[src/bfd_pkg.sv]
// shared types, constants and helpers of the bounded frame deque
package bfd_pkg;

  // ring geometry
  localparam int DEPTH      = 16;
  localparam int FRAME_BITS = 32;
  localparam int IDX_W      = $clog2(DEPTH);
  localparam int CNT_W      = $clog2(DEPTH + 1);
  localparam int SUM_W      = CNT_W + 1;

  // limit register
  localparam int                LIM_W          = 5;
  localparam logic [LIM_W-1:0]  MAX_FRAMES_RST = 5'd5;

  // configuration port
  localparam int                 PADDR_W         = 3;
  localparam int                 PDATA_W         = 32;
  localparam logic [PADDR_W-1:0] ADDR_MAX_FRAMES = 3'd0;

  // command queue between front and back
  localparam int CQ_DEPTH = 2;
  localparam int CQ_PTR_W = $clog2(CQ_DEPTH);
  localparam int CQ_CNT_W = $clog2(CQ_DEPTH + 1);

  // result queue at the output
  localparam int RQ_DEPTH = 2;
  localparam int RQ_PTR_W = $clog2(RQ_DEPTH);
  localparam int RQ_CNT_W = $clog2(RQ_DEPTH + 1);

  typedef enum logic [1:0] {
    OP_ADD     = 2'd0,
    OP_PLAY    = 2'd1,
    OP_DISCARD = 2'd2,
    OP_DISPLAY = 2'd3
  } op_e;

  typedef enum logic [2:0] {
    ST_ADDED     = 3'd0,
    ST_EVICTED   = 3'd1,
    ST_PLAYED    = 3'd2,
    ST_DISCARDED = 3'd3,
    ST_EMPTY     = 3'd4,
    ST_LISTED    = 3'd5
  } status_e;

  typedef enum logic [4:0] {
    S_IDLE  = 5'b00001,
    S_EVICT = 5'b00010,
    S_PUSH  = 5'b00100,
    S_POP   = 5'b01000,
    S_LIST  = 5'b10000
  } state_e;

  typedef struct packed {
    op_e                   op;
    logic [FRAME_BITS-1:0] word;
  } cmd_t;

  typedef struct packed {
    status_e               status;
    logic [FRAME_BITS-1:0] word;
    logic                  last;
  } res_t;

  // ring slot a + b, wrapped once (a below DEPTH, b at most DEPTH)
  function automatic logic [IDX_W-1:0] slot_add(logic [IDX_W-1:0] a, logic [CNT_W-1:0] b);
    logic [SUM_W-1:0] s;
    s = SUM_W'(a) + SUM_W'(b);
    if (s >= SUM_W'(DEPTH)) begin
      s = s - SUM_W'(DEPTH);
    end
    return s[IDX_W-1:0];
  endfunction

endpackage

[src/bfd_ram.sv]
// generic single-write, single-read ram with registered read data
module bfd_ram #(
  parameter int WIDTH = 32,
  parameter int DEPTH = 16
) (
  input  logic                     clk_i,
  input  logic                     we_i,
  input  logic [$clog2(DEPTH)-1:0] waddr_i,
  input  logic [WIDTH-1:0]         wdata_i,
  input  logic                     re_i,
  input  logic [$clog2(DEPTH)-1:0] raddr_i,
  output logic [WIDTH-1:0]         rdata_o
);

  logic [WIDTH-1:0] mem_q [DEPTH];
  logic [WIDTH-1:0] rdata_q;

  // write port
  always_ff @(posedge clk_i) begin
    if (we_i) begin
      mem_q[waddr_i] <= wdata_i;
    end
  end

  // read port, data held until the next read
  always_ff @(posedge clk_i) begin
    if (re_i) begin
      rdata_q <= mem_q[raddr_i];
    end
  end

  assign rdata_o = rdata_q;

endmodule

[src/bfd_front.sv]
// front end: takes requests, decodes the operation, queues commands for the back end
module bfd_front (
  input  logic                           clk_i,
  input  logic                           rst_ni,
  input  logic                           push_i,
  output logic                           full_o,
  input  logic [1:0]                     func_i,
  input  logic [bfd_pkg::FRAME_BITS-1:0] frame_word_i,
  output logic                           cmd_valid_o,
  output bfd_pkg::cmd_t                  cmd_o,
  input  logic                           cmd_ready_i
);

  bfd_pkg::cmd_t                 cmd_q [bfd_pkg::CQ_DEPTH];
  logic [bfd_pkg::CQ_PTR_W-1:0]  wr_ptr_q, wr_ptr_d;
  logic [bfd_pkg::CQ_PTR_W-1:0]  rd_ptr_q, rd_ptr_d;
  logic [bfd_pkg::CQ_CNT_W-1:0]  cnt_q, cnt_d;
  bfd_pkg::op_e                  op;
  logic                          push_ok;
  logic                          pop_ok;

  // operation decode
  always_comb begin
    case (func_i)
      bfd_pkg::OP_ADD:     op = bfd_pkg::OP_ADD;
      bfd_pkg::OP_PLAY:    op = bfd_pkg::OP_PLAY;
      bfd_pkg::OP_DISCARD: op = bfd_pkg::OP_DISCARD;
      default:             op = bfd_pkg::OP_DISPLAY;
    endcase
  end

  assign full_o      = (cnt_q == bfd_pkg::CQ_CNT_W'(bfd_pkg::CQ_DEPTH));
  assign cmd_valid_o = (cnt_q != '0);
  assign cmd_o       = cmd_q[rd_ptr_q];
  assign push_ok     = push_i & ~full_o;
  assign pop_ok      = cmd_valid_o & cmd_ready_i;

  // pointer and count update
  always_comb begin
    wr_ptr_d = wr_ptr_q;
    rd_ptr_d = rd_ptr_q;
    cnt_d    = cnt_q;
    if (push_ok) begin
      if (wr_ptr_q == bfd_pkg::CQ_PTR_W'(bfd_pkg::CQ_DEPTH - 1)) begin
        wr_ptr_d = '0;
      end else begin
        wr_ptr_d = wr_ptr_q + 1'b1;
      end
    end
    if (pop_ok) begin
      if (rd_ptr_q == bfd_pkg::CQ_PTR_W'(bfd_pkg::CQ_DEPTH - 1)) begin
        rd_ptr_d = '0;
      end else begin
        rd_ptr_d = rd_ptr_q + 1'b1;
      end
    end
    if (push_ok && !pop_ok) begin
      cnt_d = cnt_q + 1'b1;
    end else if (pop_ok && !push_ok) begin
      cnt_d = cnt_q - 1'b1;
    end
  end

  // control registers
  always_ff @(posedge clk_i or negedge rst_ni) begin
    if (!rst_ni) begin
      wr_ptr_q <= '0;
      rd_ptr_q <= '0;
      cnt_q    <= '0;
    end else begin
      wr_ptr_q <= wr_ptr_d;
      rd_ptr_q <= rd_ptr_d;
      cnt_q    <= cnt_d;
    end
  end

  // command storage
  always_ff @(posedge clk_i) begin
    if (push_ok) begin
      cmd_q[wr_ptr_q] <= '{op: op, word: frame_word_i};
    end
  end

endmodule

[src/bfd_back.sv]
// back end: ring pointer sequencer, frame store and result queue
module bfd_back (
  input  logic                           clk_i,
  input  logic                           rst_ni,
  input  logic                           cmd_valid_i,
  input  bfd_pkg::cmd_t                  cmd_i,
  output logic                           cmd_ready_o,
  input  logic [bfd_pkg::LIM_W-1:0]      max_frames_i,
  output logic                           empty_o,
  input  logic                           pop_i,
  output bfd_pkg::res_t                  res_o,
  output logic [bfd_pkg::CNT_W-1:0]      fill_o
);

  bfd_pkg::state_e                 state_q, state_d;
  logic [bfd_pkg::IDX_W-1:0]       head_q, head_d;
  logic [bfd_pkg::CNT_W-1:0]       fill_q, fill_d;
  logic [bfd_pkg::IDX_W-1:0]       walk_q, walk_d;
  bfd_pkg::op_e                    op_q, op_d;
  logic [bfd_pkg::FRAME_BITS-1:0]  word_q, word_d;

  logic [bfd_pkg::CNT_W-1:0]       lim;
  logic [bfd_pkg::IDX_W-1:0]       tail_slot;
  logic [bfd_pkg::IDX_W-1:0]       head_next;
  logic [bfd_pkg::CNT_W-1:0]       walk_inc;
  logic                            list_last;

  logic                            ram_we;
  logic [bfd_pkg::IDX_W-1:0]       ram_waddr;
  logic [bfd_pkg::FRAME_BITS-1:0]  ram_wdata;
  logic                            ram_re;
  logic [bfd_pkg::IDX_W-1:0]       ram_raddr;
  logic [bfd_pkg::FRAME_BITS-1:0]  ram_rdata;

  logic                            emit;
  bfd_pkg::res_t                   emit_res;

  bfd_pkg::res_t                   res_q [bfd_pkg::RQ_DEPTH];
  logic [bfd_pkg::RQ_PTR_W-1:0]    rwr_q, rwr_d;
  logic [bfd_pkg::RQ_PTR_W-1:0]    rrd_q, rrd_d;
  logic [bfd_pkg::RQ_CNT_W-1:0]    rcnt_q, rcnt_d;
  logic                            space;
  logic                            res_pop;

  // frame store
  bfd_ram #(
    .WIDTH (bfd_pkg::FRAME_BITS),
    .DEPTH (bfd_pkg::DEPTH)
  ) u_store (
    .clk_i   (clk_i),
    .we_i    (ram_we),
    .waddr_i (ram_waddr),
    .wdata_i (ram_wdata),
    .re_i    (ram_re),
    .raddr_i (ram_raddr),
    .rdata_o (ram_rdata)
  );

  // effective limit, clamped to one..DEPTH
  always_comb begin
    if (max_frames_i == '0) begin
      lim = bfd_pkg::CNT_W'(1);
    end else if (32'(max_frames_i) > 32'(bfd_pkg::DEPTH)) begin
      lim = bfd_pkg::CNT_W'(bfd_pkg::DEPTH);
    end else begin
      lim = bfd_pkg::CNT_W'(max_frames_i);
    end
  end

  assign tail_slot = bfd_pkg::slot_add(head_q, fill_q);
  assign head_next = bfd_pkg::slot_add(head_q, bfd_pkg::CNT_W'(1));
  assign walk_inc  = bfd_pkg::CNT_W'(walk_q) + bfd_pkg::CNT_W'(1);
  assign list_last = (walk_inc == fill_q);
  assign space     = (rcnt_q != bfd_pkg::RQ_CNT_W'(bfd_pkg::RQ_DEPTH));

  // sequencer
  always_comb begin
    state_d     = state_q;
    head_d      = head_q;
    fill_d      = fill_q;
    walk_d      = walk_q;
    op_d        = op_q;
    word_d      = word_q;
    cmd_ready_o = 1'b0;
    ram_we      = 1'b0;
    ram_waddr   = tail_slot;
    ram_wdata   = word_q;
    ram_re      = 1'b0;
    ram_raddr   = head_q;
    emit        = 1'b0;
    emit_res    = '{status: bfd_pkg::ST_EMPTY, word: '0, last: 1'b1};
    case (state_q)
      bfd_pkg::S_IDLE: begin
        if (cmd_valid_i) begin
          if (cmd_i.op == bfd_pkg::OP_ADD) begin
            if (fill_q >= lim) begin
              // full: fetch the oldest frame for eviction
              cmd_ready_o = 1'b1;
              word_d      = cmd_i.word;
              ram_re      = 1'b1;
              state_d     = bfd_pkg::S_EVICT;
            end else if (space) begin
              cmd_ready_o = 1'b1;
              ram_we      = 1'b1;
              ram_wdata   = cmd_i.word;
              fill_d      = fill_q + 1'b1;
              emit        = 1'b1;
              emit_res    = '{status: bfd_pkg::ST_ADDED, word: cmd_i.word, last: 1'b1};
            end
          end else if (fill_q == '0) begin
            if (space) begin
              cmd_ready_o = 1'b1;
              emit        = 1'b1;
            end
          end else begin
            // play, discard or display: start the store read
            cmd_ready_o = 1'b1;
            op_d        = cmd_i.op;
            walk_d      = '0;
            ram_re      = 1'b1;
            if (cmd_i.op == bfd_pkg::OP_DISCARD) begin
              ram_raddr = bfd_pkg::slot_add(head_q, fill_q - 1'b1);
            end
            if (cmd_i.op == bfd_pkg::OP_DISPLAY) begin
              state_d = bfd_pkg::S_LIST;
            end else begin
              state_d = bfd_pkg::S_POP;
            end
          end
        end
      end
      bfd_pkg::S_EVICT: begin
        if (space) begin
          emit     = 1'b1;
          emit_res = '{status: bfd_pkg::ST_EVICTED, word: ram_rdata, last: 1'b0};
          head_d   = head_next;
          fill_d   = fill_q - 1'b1;
          state_d  = bfd_pkg::S_PUSH;
        end
      end
      bfd_pkg::S_PUSH: begin
        if (space) begin
          ram_we   = 1'b1;
          fill_d   = fill_q + 1'b1;
          emit     = 1'b1;
          emit_res = '{status: bfd_pkg::ST_ADDED, word: word_q, last: 1'b1};
          state_d  = bfd_pkg::S_IDLE;
        end
      end
      bfd_pkg::S_POP: begin
        if (space) begin
          emit   = 1'b1;
          fill_d = fill_q - 1'b1;
          if (op_q == bfd_pkg::OP_PLAY) begin
            emit_res = '{status: bfd_pkg::ST_PLAYED, word: ram_rdata, last: 1'b1};
            head_d   = head_next;
          end else begin
            emit_res = '{status: bfd_pkg::ST_DISCARDED, word: ram_rdata, last: 1'b1};
          end
          state_d = bfd_pkg::S_IDLE;
        end
      end
      bfd_pkg::S_LIST: begin
        // one stored frame per cycle while the result queue has space, oldest first
        if (space) begin
          emit     = 1'b1;
          emit_res = '{status: bfd_pkg::ST_LISTED, word: ram_rdata, last: list_last};
          if (list_last) begin
            state_d = bfd_pkg::S_IDLE;
          end else begin
            walk_d    = walk_inc[bfd_pkg::IDX_W-1:0];
            ram_re    = 1'b1;
            ram_raddr = bfd_pkg::slot_add(head_q, walk_inc);
          end
        end
      end
      default: begin
        state_d = bfd_pkg::S_IDLE;
      end
    endcase
  end

  // sequencer registers
  always_ff @(posedge clk_i or negedge rst_ni) begin
    if (!rst_ni) begin
      state_q <= bfd_pkg::S_IDLE;
      head_q  <= '0;
      fill_q  <= '0;
      walk_q  <= '0;
      op_q    <= bfd_pkg::OP_ADD;
    end else begin
      state_q <= state_d;
      head_q  <= head_d;
      fill_q  <= fill_d;
      walk_q  <= walk_d;
      op_q    <= op_d;
    end
  end

  always_ff @(posedge clk_i) begin
    word_q <= word_d;
  end

  // result queue
  assign empty_o = (rcnt_q == '0);
  assign res_o   = res_q[rrd_q];
  assign res_pop = pop_i & ~empty_o;

  always_comb begin
    rwr_d  = rwr_q;
    rrd_d  = rrd_q;
    rcnt_d = rcnt_q;
    if (emit) begin
      if (rwr_q == bfd_pkg::RQ_PTR_W'(bfd_pkg::RQ_DEPTH - 1)) begin
        rwr_d = '0;
      end else begin
        rwr_d = rwr_q + 1'b1;
      end
    end
    if (res_pop) begin
      if (rrd_q == bfd_pkg::RQ_PTR_W'(bfd_pkg::RQ_DEPTH - 1)) begin
        rrd_d = '0;
      end else begin
        rrd_d = rrd_q + 1'b1;
      end
    end
    if (emit && !res_pop) begin
      rcnt_d = rcnt_q + 1'b1;
    end else if (res_pop && !emit) begin
      rcnt_d = rcnt_q - 1'b1;
    end
  end

  always_ff @(posedge clk_i or negedge rst_ni) begin
    if (!rst_ni) begin
      rwr_q  <= '0;
      rrd_q  <= '0;
      rcnt_q <= '0;
    end else begin
      rwr_q  <= rwr_d;
      rrd_q  <= rrd_d;
      rcnt_q <= rcnt_d;
    end
  end

  always_ff @(posedge clk_i) begin
    if (emit) begin
      res_q[rwr_q] <= emit_res;
    end
  end

  assign fill_o = fill_q;

endmodule

[src/bounded_frame_deque_core.sv]
// top level of the bounded frame deque: configuration port, front end and back end
//
// Bounded double-ended queue of 32-bit frame handles held in a 16-entry ring.
// Requests enter through a queue-style port (push/full) and results leave through
// another (empty/pop), with a two-entry command queue and a two-entry result queue
// so each side can stall on its own. The fill limit max_frames sits at byte
// address 0 of the APB-style port (reset 5, zero acts as one, values above 16 act
// as 16); the user must write it only while the block is idle, as the block does
// not enforce this. Back-end steps per request: an add without eviction in idle;
// an add with eviction reads the oldest frame, evicts it, then writes the new one;
// play or discard reads its frame, then pops it; any request on an empty queue is
// answered in idle; display lists the stored frames, one listed frame per cycle while
// the result queue has room. No clearing pass after reset; the block accepts at once.
module bounded_frame_deque_core (
  input  logic                            clk_i,
  input  logic                            rst_ni,
  // request side
  input  logic                            push,
  output logic                            full,
  input  logic [1:0]                      func_i,
  input  logic [bfd_pkg::FRAME_BITS-1:0]  frame_word_i,
  // result side
  output logic                            empty,
  input  logic                            pop,
  output logic [2:0]                      status_o,
  output logic [bfd_pkg::FRAME_BITS-1:0]  frame_word_res_o,
  output logic                            last_o,
  // configuration port
  input  logic                            psel,
  input  logic                            penable,
  input  logic                            pwrite,
  input  logic [bfd_pkg::PADDR_W-1:0]     paddr,
  input  logic [bfd_pkg::PDATA_W-1:0]     pwdata,
  output logic [bfd_pkg::PDATA_W-1:0]     prdata,
  output logic                            pready
);

  logic [bfd_pkg::LIM_W-1:0]  max_frames_q;
  logic                       reg_hit;
  logic                       cfg_wr;
  logic                       cmd_valid;
  bfd_pkg::cmd_t              cmd;
  logic                       cmd_ready;
  bfd_pkg::res_t              res;
  logic [bfd_pkg::CNT_W-1:0]  fill;

  // configuration register
  assign pready  = 1'b1;
  assign reg_hit = (paddr[bfd_pkg::PADDR_W-1:2] == bfd_pkg::ADDR_MAX_FRAMES[bfd_pkg::PADDR_W-1:2]);
  assign cfg_wr  = psel & penable & pwrite & pready & reg_hit;
  assign prdata  = reg_hit ? bfd_pkg::PDATA_W'(max_frames_q) : '0;

  always_ff @(posedge clk_i or negedge rst_ni) begin
    if (!rst_ni) begin
      max_frames_q <= bfd_pkg::MAX_FRAMES_RST;
    end else if (cfg_wr) begin
      max_frames_q <= pwdata[bfd_pkg::LIM_W-1:0];
    end
  end

  // front end
  bfd_front u_front (
    .clk_i        (clk_i),
    .rst_ni       (rst_ni),
    .push_i       (push),
    .full_o       (full),
    .func_i       (func_i),
    .frame_word_i (frame_word_i),
    .cmd_valid_o  (cmd_valid),
    .cmd_o        (cmd),
    .cmd_ready_i  (cmd_ready)
  );

  // back end
  bfd_back u_back (
    .clk_i        (clk_i),
    .rst_ni       (rst_ni),
    .cmd_valid_i  (cmd_valid),
    .cmd_i        (cmd),
    .cmd_ready_o  (cmd_ready),
    .max_frames_i (max_frames_q),
    .empty_o      (empty),
    .pop_i        (pop),
    .res_o        (res),
    .fill_o       (fill)
  );

  assign status_o         = res.status;
  assign frame_word_res_o = res.word;
  assign last_o           = res.last;

`ifndef SYNTHESIS
  // ring never holds more frames than it has slots
  a_fill_bound: assert property (@(posedge clk_i) disable iff (!rst_ni)
    fill <= bfd_pkg::CNT_W'(bfd_pkg::DEPTH))
    else $error("fill count above ring depth");

  // an eviction is always followed by its add
  a_evict_not_last: assert property (@(posedge clk_i) disable iff (!rst_ni)
    (!empty && status_o == bfd_pkg::ST_EVICTED) |-> !last_o)
    else $error("eviction result marked last");

  // empty status carries no frame and ends the request
  a_empty_zero: assert property (@(posedge clk_i) disable iff (!rst_ni)
    (!empty && status_o == bfd_pkg::ST_EMPTY) |-> (frame_word_res_o == '0 && last_o))
    else $error("empty status with frame or without last");

  // add, play and discard each end their request
  a_single_last: assert property (@(posedge clk_i) disable iff (!rst_ni)
    (!empty && (status_o == bfd_pkg::ST_ADDED || status_o == bfd_pkg::ST_PLAYED ||
                status_o == bfd_pkg::ST_DISCARDED)) |-> last_o)
    else $error("single-result request not marked last");
`endif

endmodule

[config.mk]
export PLATFORM = sky130hd
export DESIGN_NAME = bounded_frame_deque_core
export DESIGN_NICKNAME = d
export VERILOG_FILES = /design/src/bfd_pkg.sv /design/src/bfd_ram.sv /design/src/bfd_front.sv /design/src/bfd_back.sv /design/src/bounded_frame_deque_core.sv
export SDC_FILE = /design/constraint.sdc
export NUM_CORES = 1
export LEC_CHECK = 0
export ABC_AREA = 1
export BUFFER_PORTS_ARGS = -buffer_cell sky130_fd_sc_hd__buf_4
export CORE_ASPECT_RATIO = 1.4
export CORE_MARGIN = 4
export CORE_UTILIZATION = 55
export CTS_CLUSTER_SIZE = 30
export DETAILED_ROUTE_END_ITERATION = 6
export PLACE_DENSITY = 0.78
export SYNTH_ARGS = -nofsm -noshare
export SYNTH_HDL_FRONTEND = slang
export SYNTH_SLANG_ARGS = --single-unit
export TNS_END_PERCENT = 30
[constraint.sdc]
create_clock -name clk_i -period 5.75 [get_ports clk_i]
set_clock_uncertainty 0.2 [all_clocks]
set_input_delay 0.575 -clock clk_i [delete_from_list [all_inputs] [get_ports clk_i]]
set_output_delay 0.575 -clock clk_i [all_outputs]
set_load 0.02 [all_outputs]
==> results.cfg, run 1 <==
[run_status]
status = completed

[synth]
synth_top_family_by_area = simple AND/OR/NAND/NOR gates
avgSynthCellArea_um2 = 11.0
synthXorXnorAreaFrac_pct = 0.575
ys_seq_elements = 749
synth_cell_types = 45
syn_area_um2 = 33500
ys_async_sr_fraction_pct = 4.41
ys_top_cells_by_area = edfxtp_1 (64%), nand3_1 (9.4%), nand2_1 (6.3%), inv_1 (5.8%), dfrtp_1 (2.2%)
ys_seq_area_share_pct = 66.6
yosys_warnings = 0
syn_inst = 3055
synth_compound_area_share_pct = 1.73
yosysTopAreaCell = edfxtp_1
synthAdderAreaFrac_pct = 1.04
synth_edf_count = 716
ys.flop_type = edfxtp_1
synthMuxAreaShare_pct = 0.989
netlist.area_leader.share_pct = 64.1
synthSimpleGateAreaFrac_pct = 19.8

[cells_and_area]
final-instance-count-excl-fill = 3989
utilization_pct = 62.2
drive_gt1_share_pct = 9.12
area.sequential_um2 = 22300
layout_commonest_cell = edfxtp_1
num-fill-cells = 4341
layout_common_cells = edfxtp_1 (716), nand3_1 (628), nand2_1 (562)
nets = 3230
diodes = 0
multi_input_area_um2 = 8430
design_area_um2 = 37400
syn_to_final_growth_pct = 11.5

[route]
routed-via-count = 23300
drt-pass1-iter-count = 6
wire_per_inst_um = 20.7
via_per_inst = 5.84
post-route-drc-count = 0
drt-initial-drc-count = 2958
wl_um = 82600
antenna_left = 0

[pwr]
fin_total_pwr_mw = 20.7
vdd_drop_max_v = 0.000663
p_leak_nw = 15.5
cellPowerDensity_nw_per_um2 = 553

[worst_setup_path]
r2r_slack_ns = 1.26
slowest_stage = buf_12
path_cells = o21ai_0, ha_1, inv_1, nor2_1, nand2_2, nor2_1, nand2_1, nand2_1, inv_6, nand2_8, buf_12, nand2_1, nand3_1, nand3_1, nand3_1, nand2_1
crit_family = simple AND/OR/NAND/NOR gates
crit_arrival_ns = 4.64
cpPeakStageDelay_ns = 0.63
critPathBufInv = 3
cp-start-kind = register
cpMostUsedCell = nand2_1
endpoint_kind = register
r2r_start = u_front.rd_ptr_q$_DFFE_PN0P_
path_class = reg -> reg
critPathRequiredTime_ns = 5.90
cp_num_cells = 16
r2r_cells = 16
r2r-end = u_back.u_store.rdata_o[12]$_DFFE_PP_
worstPathMaxFanout = 224

[job]
max_cap_violations = 0

[global_route]
grt_pass1_vias = 23200
grt_antenna_before_repair = 0
grt_pass1_wl_um = 126000
grt_max_degree = 225
gr-total-overflow = 0
track_usage_pct = 24.8

[clock_network]
cts_resized = 0
clk_latency_ns = 0.61
clkSlewWorstSetupHoldPaths_ns = 0.06
htreeDepth = 3
cts_tree = yes
clock-root-buffer = clkbuf_16
cts_made_buffers = 68
cts_sinks = 749
clockBufferDepth = 3

[sta]
fin_crit_ns = 4.49
slew_headroom_pct = 18.2
rsz0062_at_grt = false
finalHoldViolations = 0
fin_crit_sh_pct = 78.1
clock.fmax_mhz = 223
tightest_slew_ns = 1.23
fin_tns_setup_ns = 0
holdWs_ns = 0.0544
slew_viol_final = 0
setup_viol = 0
fin_ws_ns = 1.26

[min_path]
min_from = pwdata[3]
min_path_type = in -> reg
whs_endpoint = max_frames_q[3]$_DFFE_PN0P_
whs_path_depth = 3

[placement]
placed_area_um2 = 34800
gp_congestion = 0.870
dp.cells = 3833
portBuffers = 89
detailed_place_hpwl_um = 48000
post-place-ws_ns = 1.48

[floorplanning]
die_w_um = 217
die_h_um = 300
row_count = 106
core_area_um2 = 60100
start_util_pct = 55.8
die_area_um2 = 65000
io_pins = 147
[per-layer routing]
| metal | GRT usage, % | wire [um] | up-vias |
|---|---|---|---|
| li1 | - | - | 10400 |
| met1 | 29.6 | 29100 | 11200 |
| met2 | 43.8 | 41900 | 1411 |
| met3 | 4.12 | 7830 | 289 |
| met4 | 11.7 | 3830 | 0 |
| met5 | 0 | 0 | - |
[area by class of cell]
class	instances	share of cell area, %
sequential	749	59.8
multi-input combinational	1612	22.6
inverter	526	5.30
clock buffer	85	4.90
timing repair buffer	171	3.80
tap	810	2.71
clock inverter	36	0.961
[synthesized netlist by cell type, types with 2 or more instances]
library cell / number
conb_1: 2
buf_4: 37
buf_1: 2
buf_2: 88
or2_2: 2
nand4_2: 2
ha_1: 23
nor2_2: 4
xnor2_1: 7
nand3b_1: 97
a21oi_1: 18
o211ai_1: 2
o21ai_0: 22
dfrtp_1: 30
buf_6: 17
dfstp_2: 3
nand2_1: 563
mux2i_1: 32
inv_2: 9
edfxtp_1: 716
clkbuf_1: 49
nand3_2: 2
nand2_2: 2
o31ai_1: 2
fa_1: 3
nand4_1: 45
xor2_1: 15
nor2_1: 65
nand3_1: 629
a32oi_1: 32
nor3_1: 5
o22ai_1: 2
inv_1: 516
[timing repair]
item                                   in CTS  in global routing
hold buffers                               35                  0
endpoints found under the hold margin      98                  0
buffers inserted                            0                  0
[worst max path at each step]
stage,from,end,slack (ns)
after floorplan,u_front.rd_ptr_q$_DFFE_PN0P_,u_back.u_store.mem_q[1][0]$_DFFE_PP_,0.57
after global placement,u_front.rd_ptr_q$_DFFE_PN0P_,u_back.u_store.rdata_o[15]$_DFFE_PP_,1.62
after detailed placement,u_front.rd_ptr_q$_DFFE_PN0P_,u_back.u_store.rdata_o[27]$_DFFE_PP_,1.48
after CTS,u_front.rd_ptr_q$_DFFE_PN0P_,u_back.u_store.rdata_o[12]$_DFFE_PP_,1.44
after global routing,u_front.rd_ptr_q$_DFFE_PN0P_,u_back.u_store.rdata_o[12]$_DFFE_PP_,1.12
final,u_front.rd_ptr_q$_DFFE_PN0P_,u_back.u_store.rdata_o[12]$_DFFE_PP_,1.26
[power by group]
group	leakage, nW	internal (mW)	total [mW]	switching, mW
Clock	1.07	2.54	4.50	1.95
Sequential	6.88	7.05	7.35	0.303
Combinational	7.59	2.49	8.82	6.33
[sequential cells by signal (all words and copies together), names as in the netlist]
| signal | count |
|---|---|
| u_back.u_store.rdata_o | 32 |
| u_front.rd_ptr_q | 1 |
| u_back.op_q | 2 |
| max_frames_q | 5 |
| u_front.cnt_q | 2 |
| u_back.u_store.mem_q | 512 |
| u_front.cmd_q | 68 |
| u_back.head_q | 4 |
| u_back.walk_q | 4 |
| u_back.state_q | 5 |
| u_back.word_q | 32 |
| u_back.rcnt_q | 2 |
| u_back.rrd_q | 1 |
| u_back.fill_o | 5 |
| u_front.wr_ptr_q | 1 |
| u_back.rwr_q | 1 |
| u_back.res_q | 72 |
[worst reg2reg max path: cells and delay by family (launching register included)]
family,cells,cell delay (ns)
compound gates,1,0.43
fa+ha+maj,1,0.24
buf+inv,3,0.90
flops,1,0.47
simple gates,11,2.02
[cells by family after synthesis]
family	Yosys count
adders and majority gates	26
xor gates and xnor gates	22
and+or+nand+nor	1418
AOI/OAI and AO/OA	85
buffers and inverters	720
other	2
DFF	749
muxes	33
Power figures use the tool's default switching activity.
==> run 2: changes to the inputs <==
--- a/config.mk
+++ b/config.mk
@@ -12,7 +12,7 @@
 export CORE_UTILIZATION = 55
 export CTS_CLUSTER_SIZE = 30
 export DETAILED_ROUTE_END_ITERATION = 6
-export PLACE_DENSITY = 0.78
+export PLACE_DENSITY = 0.81
 export SYNTH_ARGS = -nofsm -noshare
 export SYNTH_HDL_FRONTEND = slang
 export SYNTH_SLANG_ARGS = --single-unit
==> constraint.sdc (replaced) <==
create_clock -name clk_i -period 4 [get_ports clk_i]
set_clock_uncertainty 0.2 [all_clocks]
set_input_delay 0.4 -clock clk_i [delete_from_list [all_inputs] [get_ports clk_i]]
set_output_delay 0.4 -clock clk_i [all_outputs]
set_load 0.02 [all_outputs]
==> run 2 against run 1 <==
Net effect:
- critical path type unchanged
- the flow now finishes with violations (DRC)
- flip-flop and latch count unchanged
- final cell count up 0.25%
- setup slack worse by 0.92 ns
- routed wire length up 1.1%
- total power up 44%
- global-route usage up 0.27 points
==> results.cfg, run 2 (synthesis gave the netlist of run 1 again) <==
[pwr]
p_leak_nw = 15.7
cellPowerDensity_nw_per_um2 = 792
vdd_drop_max_v = 0.000717

[sta]
fin_crit_sh_pct = 91.5
finalHoldViolations = 0
fin_crit_ns = 3.66
slew_headroom_pct = 22.2
slew_viol_final = 0
setup_viol = 0
clock.fmax_mhz = 273
tightest_slew_ns = 1.16
fin_tns_setup_ns = 0
rsz0062_at_grt = false

[global_route]
track_usage_pct = 25.1
gr-total-overflow = 0
grt_pass1_vias = 23300
grt_pass1_wl_um = 127000
grt_max_degree = 138
grt_antenna_before_repair = 0

[cells_and_area]
layout_commonest_cell = edfxtp_1
top_register = u_back.u_store.mem_q
largest_register_ffs = 512
reg_top3 = u_back.u_store.mem_q (512), u_back.res_q (72), u_front.cmd_q (68)
layout_common_cells = edfxtp_1 (716), nand3_1 (628), nand2_1 (562)
nets = 3249
num-fill-cells = 4190
drive_gt1_share_pct = 9.38
syn_to_final_growth_pct = 12.5
design_area_um2 = 37700
diodes = 0

[route]
drt-initial-drc-count = 2830
post-route-drc-count = 4
routed-via-count = 23100
wire_per_inst_um = 20.9
wl_um = 83600
drt-pass1-iter-count = 7
antenna_left = 0
via_per_inst = 5.79

[worst_setup_path]
crit_arrival_ns = 3.91
r2r_cells = 16
critPathRequiredTime_ns = 4.25
endpoint_kind = register
cpPeakStageDelay_ns = 0.57
path_class = reg -> reg
r2r-end = u_back.u_store.rdata_o[16]$_DFFE_PP_
r2r_slack_ns = 0.34
cp-startpoint = u_back.fill_o[0]$_DFFE_PN0P_
cp-start-kind = register
path_cells = inv_1, ha_1, xor2_1, ha_1, nand2_1, nand2_1, a31oi_1, nand2_1, nand3b_1, nor2_1, nor2_1, nand2_1, a31oi_4, buf_4, nand3_1, nand2_1
r2r_start = u_back.fill_o[0]$_DFFE_PN0P_
cpMostUsedCell = nand2_1
slowest_stage = buf_4
worstPathMaxFanout = 32

[floorplanning]
start_util_pct = 55.8
die_h_um = 300
io_pins = 147
row_count = 106
core_area_um2 = 60100
die_area_um2 = 65000
die_w_um = 217

[clock_network]
clockBufferDepth = 3
cts_tree = yes
cts_made_buffers = 66
cts_sinks = 749
htreeDepth = 3
clock-root-buffer = clkbuf_16
post-cts-setup-buffer-count = 0
clkSlewWorstSetupHoldPaths_ns = 0.07
clk_latency_ns = 0.59

[run_status]
violations = DRC
status = complete, but fails checks

[placement]
gp_congestion = 0.887
portBuffers = 89
detailed_place_hpwl_um = 46900
placed_area_um2 = 35200

[job]
max_cap_violations = 0

[min_path]
min_path_type = in -> async
run 2: final cells by class:
| type | instances | area (um2) | area share [%] |
|---|---|---|---|
| flip-flops and latches | 749 | 22300 | 59.2 |
| inverters | 526 | 1980 | 5.26 |
| clock inverters | 34 | 325 | 0.863 |
| well taps | 810 | 1010 | 2.69 |
| clock buffers | 76 | 1750 | 4.65 |
| multi-input cells | 1612 | 8440 | 22.4 |
| repair buffers | 192 | 1870 | 4.96 |
run 2: what timing repair did:
item	CTS	global route
hold buffers	41	0
endpoints found under the hold margin	107	0
endpoints found under the setup margin	0	4
gates resized for setup	0	2
run 2: layer usage:
layer  track usage (%)  share of wire (%)  vias up
li1                  -                  -    10500
met5                 0                  0        -
met1              29.5                 35    11000
met4              12.4                4.1        0
met3              4.43                 10      269
met2              44.4                 51     1423
run 2: how the worst max path moves through the flow:
stage                                            endpoint  slack [ns]  depth (start not counted)
CTS                  u_back.u_store.rdata_o[16]$_DFFE_PP_        0.32                         17
finish               u_back.u_store.rdata_o[16]$_DFFE_PP_        0.34                         16
detailed placement   u_back.u_store.rdata_o[22]$_DFFE_PP_        0.38                         17
floorplan           u_back.u_store.mem_q[10][0]$_DFFE_PP_       -0.95                         11
global route         u_back.u_store.rdata_o[16]$_DFFE_PP_        0.14                         16
global placement     u_back.u_store.rdata_o[27]$_DFFE_PP_        0.40                         17
run 2: stage by stage:
step / hold WS, ns / utilization (%) / total power, mW / std cells / setup WS (ns)
after global placement: 0.174 / 58.6 / 22.9 / 3848 / 0.404
after global routing: 0.147 / 62.8 / 31.3 / 3999 / 0.136
after detailed placement: 0.182 / 58.6 / 23.3 / 3848 / 0.376
after floorplan: -0.0956 / - / 19.4 / 3081 / -0.951
final: 0.117 / 62.8 / 29.9 / 3999 / 0.341
after CTS: 0.0852 / 62.8 / 29.6 / 3999 / 0.321
run 2: where the power goes:
| group | total (mW) | switching [mW] | internal, mW | leakage, nW |
|---|---|---|---|---|
| registers | 10.6 | 0.483 | 10.1 | 6.88 |
| logic | 13.0 | 9.09 | 3.88 | 7.76 |
| clock network | 6.27 | 2.75 | 3.53 | 1.02 |
run 2: critical path: cells and delay by family, from the launching register on:
kind,cells,cell delay [ns]
xor+xnor,1,0.21
fa+ha+maj,2,0.57
compound gates,2,0.40
buf+inv,2,0.80
simple gates,9,0.87
flops,1,0.45
